### config.mk
export PLATFORM = sky130hd
export DESIGN_NAME = lusc_div
export DESIGN_NICKNAME = d
export VERILOG_FILES = /design/src/hw/rtl/lens_undistort_source_coordinate_top_defines.svh /design/src/hw/rtl/lusc_pkg.sv /design/src/hw/rtl/lusc_div.sv
export SDC_FILE = /design/constraint.sdc
export NUM_CORES = 2
export LEC_CHECK = 0
export ABC_CLOCK_PERIOD_IN_PS = 6800
export BUFFER_PORTS_ARGS = -buffer_cell sky130_fd_sc_hd__buf_2
export CAP_MARGIN = 15
export CELL_PAD_IN_SITES_DETAIL_PLACEMENT = 1
export CELL_PAD_IN_SITES_GLOBAL_PLACEMENT = 2
export CORE_MARGIN = 2
export CORE_UTILIZATION = 25
export DETAILED_ROUTE_END_ITERATION = 16
export HOLD_SLACK_MARGIN = 0.15
export PLACE_DENSITY_LB_ADDON = 0.1
export SYNTH_ARGS = -nofsm -noshare
export SYNTH_HDL_FRONTEND = slang
export SYNTH_SLANG_ARGS = --single-unit
### constraint.sdc
create_clock -name clk_i -period 6.8 [get_ports clk_i]
set_input_delay 1.02 -clock clk_i [delete_from_list [all_inputs] [get_ports clk_i]]
set_output_delay 1.02 -clock clk_i [all_outputs]
set_load 0.01 [all_outputs]
### src/hw/rtl/lens_undistort_source_coordinate_top_defines.svh
// Assertion macros used by the block's top-level RTL.
`ifndef LENS_UNDISTORT_SOURCE_COORDINATE_TOP_DEFINES_SVH
`define LENS_UNDISTORT_SOURCE_COORDINATE_TOP_DEFINES_SVH

// Check a same-cycle implication on clk_i, quiet while rst_ni is low.
`define LUSC_ASSERT_IMP(name, ante, cons) \
  name: assert property (@(posedge clk_i) disable iff (!rst_ni) (ante) |-> (cons)) \
    else $error("lusc assertion failed");

// Check a next-cycle implication on clk_i, quiet while rst_ni is low.
`define LUSC_ASSERT_NXT(name, ante, cons) \
  name: assert property (@(posedge clk_i) disable iff (!rst_ni) (ante) |=> (cons)) \
    else $error("lusc assertion failed");

`endif

### src/hw/rtl/lusc_pkg.sv
package lusc_pkg;

  typedef enum logic [2:0] {
    CFG_FOCAL_X,
    CFG_FOCAL_Y,
    CFG_CENTER_X,
    CFG_CENTER_Y,
    CFG_RADIAL_K1,
    CFG_RADIAL_K2,
    CFG_TANGENTIAL_P1,
    CFG_TANGENTIAL_P2
  } cfg_idx_e;

  localparam int unsigned CRD_W     = 12;
  localparam int unsigned PIX_W     = 20;
  localparam int unsigned COEF_W    = 32;
  localparam int unsigned DIFF_W    = 21;
  localparam int unsigned NORM_W    = 33;
  localparam int unsigned FRAC_BITS = 30;

  localparam int unsigned DIV_LAT    = NORM_W + 1;
  localparam int unsigned MUL_LAT    = 3;
  localparam int unsigned PIPE_DEPTH = DIV_LAT + 5 * MUL_LAT + 3;

  localparam logic [PIX_W-1:0]  RST_FOCAL_X  = 20'd117414;
  localparam logic [PIX_W-1:0]  RST_FOCAL_Y  = 20'd117066;
  localparam logic [PIX_W-1:0]  RST_CENTER_X = 20'd94006;
  localparam logic [PIX_W-1:0]  RST_CENTER_Y = 20'd63583;
  localparam logic [COEF_W-1:0] RST_K1       = 32'hEDDCC63F;
  localparam logic [COEF_W-1:0] RST_K2       = 32'd79349521;
  localparam logic [COEF_W-1:0] RST_P1       = 32'd204011;
  localparam logic [COEF_W-1:0] RST_P2       = 32'd18898;

  localparam logic [COEF_W-1:0] ONE_Q30 = 32'h4000_0000;

endpackage

### src/hw/rtl/lusc_div.sv
module lusc_div (
  input  logic                               clk_i,
  input  logic                               en_i,
  input  logic signed [lusc_pkg::DIFF_W-1:0] diff_i,
  input  logic        [lusc_pkg::PIX_W-1:0]  focal_i,
  output logic signed [lusc_pkg::NORM_W-1:0] quot_o
);

  localparam int unsigned PW = lusc_pkg::PIX_W;
  localparam int unsigned DW = lusc_pkg::DIFF_W;
  localparam int unsigned QW = lusc_pkg::NORM_W - 1;

  logic [PW-1:0] fdiv;
  logic [PW-1:0] mag;

  logic [PW-1:0] rem_q [QW+1];
  logic [QW-1:0] quo_q [QW+1];
  logic [1:0]    low_q [QW+1];
  logic          neg_q [QW+1];
  logic          sat_q [QW+1];

  logic [QW:0]   qc;
  logic [QW-1:0] qm;
  logic signed [lusc_pkg::NORM_W-1:0] quot_q;

  assign fdiv = (focal_i == '0) ? PW'(1) : focal_i;
  assign mag  = diff_i[DW-1] ? PW'(-diff_i) : PW'(diff_i);

  // prepare: quotient overflows 32 bits when mag >= 4 * focal
  always_ff @(posedge clk_i) begin
    if (en_i) begin
      rem_q[0] <= PW'(mag >> 2);
      low_q[0] <= mag[1:0];
      neg_q[0] <= diff_i[DW-1];
      sat_q[0] <= ({2'b00, mag} >= {fdiv, 2'b00});
      quo_q[0] <= '0;
    end
  end

  for (genvar i = 1; i <= QW; i++) begin : g_step
    logic [PW:0] trial;
    logic [PW:0] rest;
    logic        take;

    always_comb begin
      trial = {rem_q[i-1], low_q[i-1][1]};
      rest  = trial - {1'b0, fdiv};
      take  = (trial >= {1'b0, fdiv});
    end

    always_ff @(posedge clk_i) begin
      if (en_i) begin
        rem_q[i] <= take ? rest[PW-1:0] : trial[PW-1:0];
        quo_q[i] <= {quo_q[i-1][QW-2:0], take};
        low_q[i] <= {low_q[i-1][0], 1'b0};
        neg_q[i] <= neg_q[i-1];
        sat_q[i] <= sat_q[i-1];
      end
    end
  end

  // round toward minus infinity for negative offsets, then clamp
  always_comb begin
    qc = {1'b0, quo_q[QW]} + (QW+1)'(neg_q[QW] && (rem_q[QW] != '0));
    qm = (sat_q[QW] || qc[QW]) ? {QW{1'b1}} : qc[QW-1:0];
  end

  always_ff @(posedge clk_i) begin
    if (en_i) begin
      quot_q <= neg_q[QW] ? -$signed({1'b0, qm}) : $signed({1'b0, qm});
    end
  end

  assign quot_o = quot_q;

endmodule
==> results.sh <==
export IMPL_cts_max_level=4
export IMPL_port_buffers=75
export IMPL_rows=204
export IMPL_worstPathArrival_ns=6.03
export IMPL_pre_cts_slack_ns=0.5955
export IMPL_numCtsBuffers=172
export IMPL_synth_nets=7574
export IMPL_ios=76
export IMPL_path_cells="nor4_1 -> and3_1 -> a31oi_1 -> ha_1 -> nand4_1 -> nor2_1 -> and4_1 -> a21oi_2 -> buf_4 -> o21a_1 -> ha_1 -> o21ai_0 -> nor3_1 -> nand4_1 -> or3_1 -> or3_4 -> o31ai_4 -> xnor2_1"
export IMPL_worstMarginPinSlew_ns=1.126
export IMPL_setup_tns_ns=0
export IMPL_fillers=34083
export IMPL_internal_power_w=0.02657
export IMPL_rsz0062_at_grt="no"
export IMPL_netlist_top_cell_by_area="edfxtp_1"
export IMPL_start_util_pct=25.14
export IMPL_clockBufferDepth=4
export IMPL_grt_pass1_wl_um=377500
export IMPL_p_sw_share_pct=39.42
export IMPL_drive_gt1_share_pct=11.40
export IMPL_synth_cell_types=104
export IMPL_ctsResizeCount=0
export IMPL_dieHeight_um=561.3
export IMPL_path_buf_inv=1
export IMPL_cts_setup_buffers=0
export IMPL_end_kind="flip-flop"
export IMPL_final_setup_worst_slack_ns=1.369
export IMPL_wl_per_cell_um=22.42
export IMPL_num_vias=54162
export IMPL_path_class="flip-flop to flip-flop"
export IMPL_worstSetupStartpointType="flip-flop"
export IMPL_gp_congestion=0.7832
export IMPL_clk_pin_slew_ns=0.06
export IMPL_design_area_um2=89500
export IMPL_cts_root_buf="clkbuf_16"
export IMPL_grt_max_degree=186
export IMPL_cts_tree="built"
export IMPL_setup_viol=0
export IMPL_clkPwrFrac_pct=20.2
export IMPL_power_density_nw_per_um2=490.0
export IMPL_multi_input_area_um2=37710
export IMPL_async_flop_share_pct=0
export IMPL_synthCells=6838
export IMPL_hp_class="flip-flop to flip-flop"
export IMPL_drc=0
export IMPL_p_comb_share_pct=47.3
export IMPL_synth_seq_cells=1288
export IMPL_vdd_drop_max_mv=0.2073
export IMPL_power_switching_w=0.01729
export IMPL_dieArea_um2=315100
export IMPL_dpl_hpwl_um=187000
export IMPL_holdBufCountCts=0
export IMPL_crit_path_top_delay_cell="or3_1"
export IMPL_core_um2=308800
export IMPL_min_to="quo_q[1][300]"
export IMPL_drt_iter0_markers=2433
export IMPL_syn_to_final_growth_pct=15.25
export IMPL_synth_seq_area_share_pct=49.81
export IMPL_cp_required_ns=7.40
export IMPL_die_w_um=561.3
export IMPL_worst_slew_margin_rel_pct=24.95
export IMPL_post_route_min_period_ns=5.431
export IMPL_maxCapViolations=0
export IMPL_leakage_nw=33.73
export IMPL_register_area_um2=38680
export IMPL_yosysMostFrequentCell="edfxtp_1"
export IMPL_place_area_um2=84100
export IMPL_whs_path_depth=0
export IMPL_vias_per_cell=4.772
export IMPL_nets=7830
export IMPL_routed_wl_um=254400
export IMPL_r2r_cells=18
export IMPL_max_freq_mhz=184.1
export IMPL_cts_sinks=1288
export IMPL_drt_antenna_violating_nets=0
export IMPL_cpPeakStageDelay_ns=0.48
export IMPL_synth_edff_count=1288
export IMPL_cpLargestDelayFamily="simple AND/OR/NAND/NOR gates"
export IMPL_synthTopCellsByCount="edfxtp_1 (1288), ha_1 (661), nand2_1 (543)"
export IMPL_avgSynthCellArea_um2=11.36
export IMPL_min_delay_start="quo_q[1][267]"
export IMPL_skew_ns=0.08409
export IMPL_rrSetupSlack_ns=1.37
export IMPL_path_max_fanout=24
export IMPL_antenna_found_initial=11
export IMPL_firstDrtPassIters=5
export IMPL_power_frac_seq_pct=32.4
export IMPL_rr_endpoint="quot_o[30]"
export IMPL_fin_crit_sh_pct=79.87
export IMPL_clk_latency_ns=0.87
export IMPL_outcome="completed"
export IMPL_worst_hold_slack_ns=0.3661
export IMPL_synthesis_area_um2=77650
export IMPL_grt_pass1_vias=57331
export IMPL_synth_top_area_share_pct=49.81
export IMPL_slew_violations=0
export IMPL_synth_ff_type="edfxtp_1"
export IMPL_timing_rr_start="rem_q[2][14]"
export IMPL_finalHoldViolCount=0
export IMPL_gr_total_overflow=0
export IMPL_synth_area_top_cells="edfxtp_1 (50%), ha_1 (11%), xnor2_1 (3.6%), a21oi_1 (3.4%), o21ai_0 (3.1%)"
export IMPL_ys_warn_count=0
export IMPL_track_usage_pct=15.86
## sequential cells by signal, summed over array words and instances, names as in the netlist
name / count
rem_q: 658
quo_q: 528
neg_q: 33
quot_o: 33
sat_q: 33
low_q: 3
## worst register-to-register path: cells and delay by family, from the launching register on
family | cells | cell delay (ns)
AO/OA/AOI/OAI | 5 | 0.95
adder cells (fa/ha/maj) | 2 | 0.50
buffers and inverters | 1 | 0.29
XOR/XNOR | 1 | 0.11
flip-flops | 1 | 0.35
AND/OR/NAND/NOR | 9 | 2.99
## metrics by stage
step	util, %	std cells	power [W]
after floorplan	-	6838	0.02876
after global placement	27.23	11039	0.03537
after detailed placement	27.23	11040	0.03536
after CTS	28.98	11346	0.04472
after global routing	28.98	11347	0.04743
final	28.98	11349	0.04386
## power groups by stage
stage	sequential [W]	clock (W)	combinational [W]
6_report	0.0142	0.00888	0.0208
5_1_grt	0.0145	0.00953	0.0234
4_1_cts	0.0143	0.00928	0.0211
3_5_place_dp	0.0144	0	0.0209
3_3_place_gp	0.0145	0	0.0209
2_1_floorplan	0.0133	0	0.0154
## logic make-up after synthesis
family	count (synthesis)	synth area share, %
AOI/OAI and AO/OA	1887	15.48
and+or+nand+nor	1787	11.04
DFF	1288	49.81
adders and majority gates	693	11.48
xor gates and xnor gates	577	6.508
buffers and inverters	345	1.793
muxes	261	3.896
## how the worst max path moves through the flow
stage / startpoint / to / slack, ns / cells past startpoint
CTS: rem_q[2][17] / quot_o[30] / 1.19 / 18
detailed placement: focal_i[8] / rem_q[0][98] / 0.60 / 16
global placement: focal_i[8] / rem_q[0][238] / 0.59 / 18
global route: rem_q[2][14] / quot_o[30] / 0.87 / 18
finish: rem_q[2][14] / quot_o[30] / 1.37 / 18
floorplan: focal_i[8] / rem_q[1][238] / 0.23 / 17
## cells in the final DEF, fill, tap and decap left out, types with 103 or more instances in the layout
master,n
nor3_1,143
nor2_1,470
o21ai_0,474
xnor2_1,320
ha_1,661
nand3_1,133
nand2_1,543
edfxtp_1,1288
clkbuf_16,174
o21bai_1,103
buf_4,127
mux2_2,209
a21o_1,241
xor2_1,257
inv_1,182
a21oi_1,516
## cell type report
cell class                 count  share of cell area [%]
antenna                        3                0.008388
clock buffer                 199                   4.970
clock inverter               107                   1.051
inverter                     202                  0.8640
multi-input combinational   5205                   42.13
sequential                  1288                   43.22
tap                         4120                   5.760
timing repair buffer         225                   1.999
## metal layers
metal	track usage, %	share of wire [%]	vias up	wire length (µm)
li1	-	-	26570	-
met1	20.65	46	26685	117700
met2	27.17	48	585	121600
met3	2.027	2.7	322	6847
met4	4.980	3.3	0	8273
met5	0	0	-	0
(Power assumes the default switching activity.)
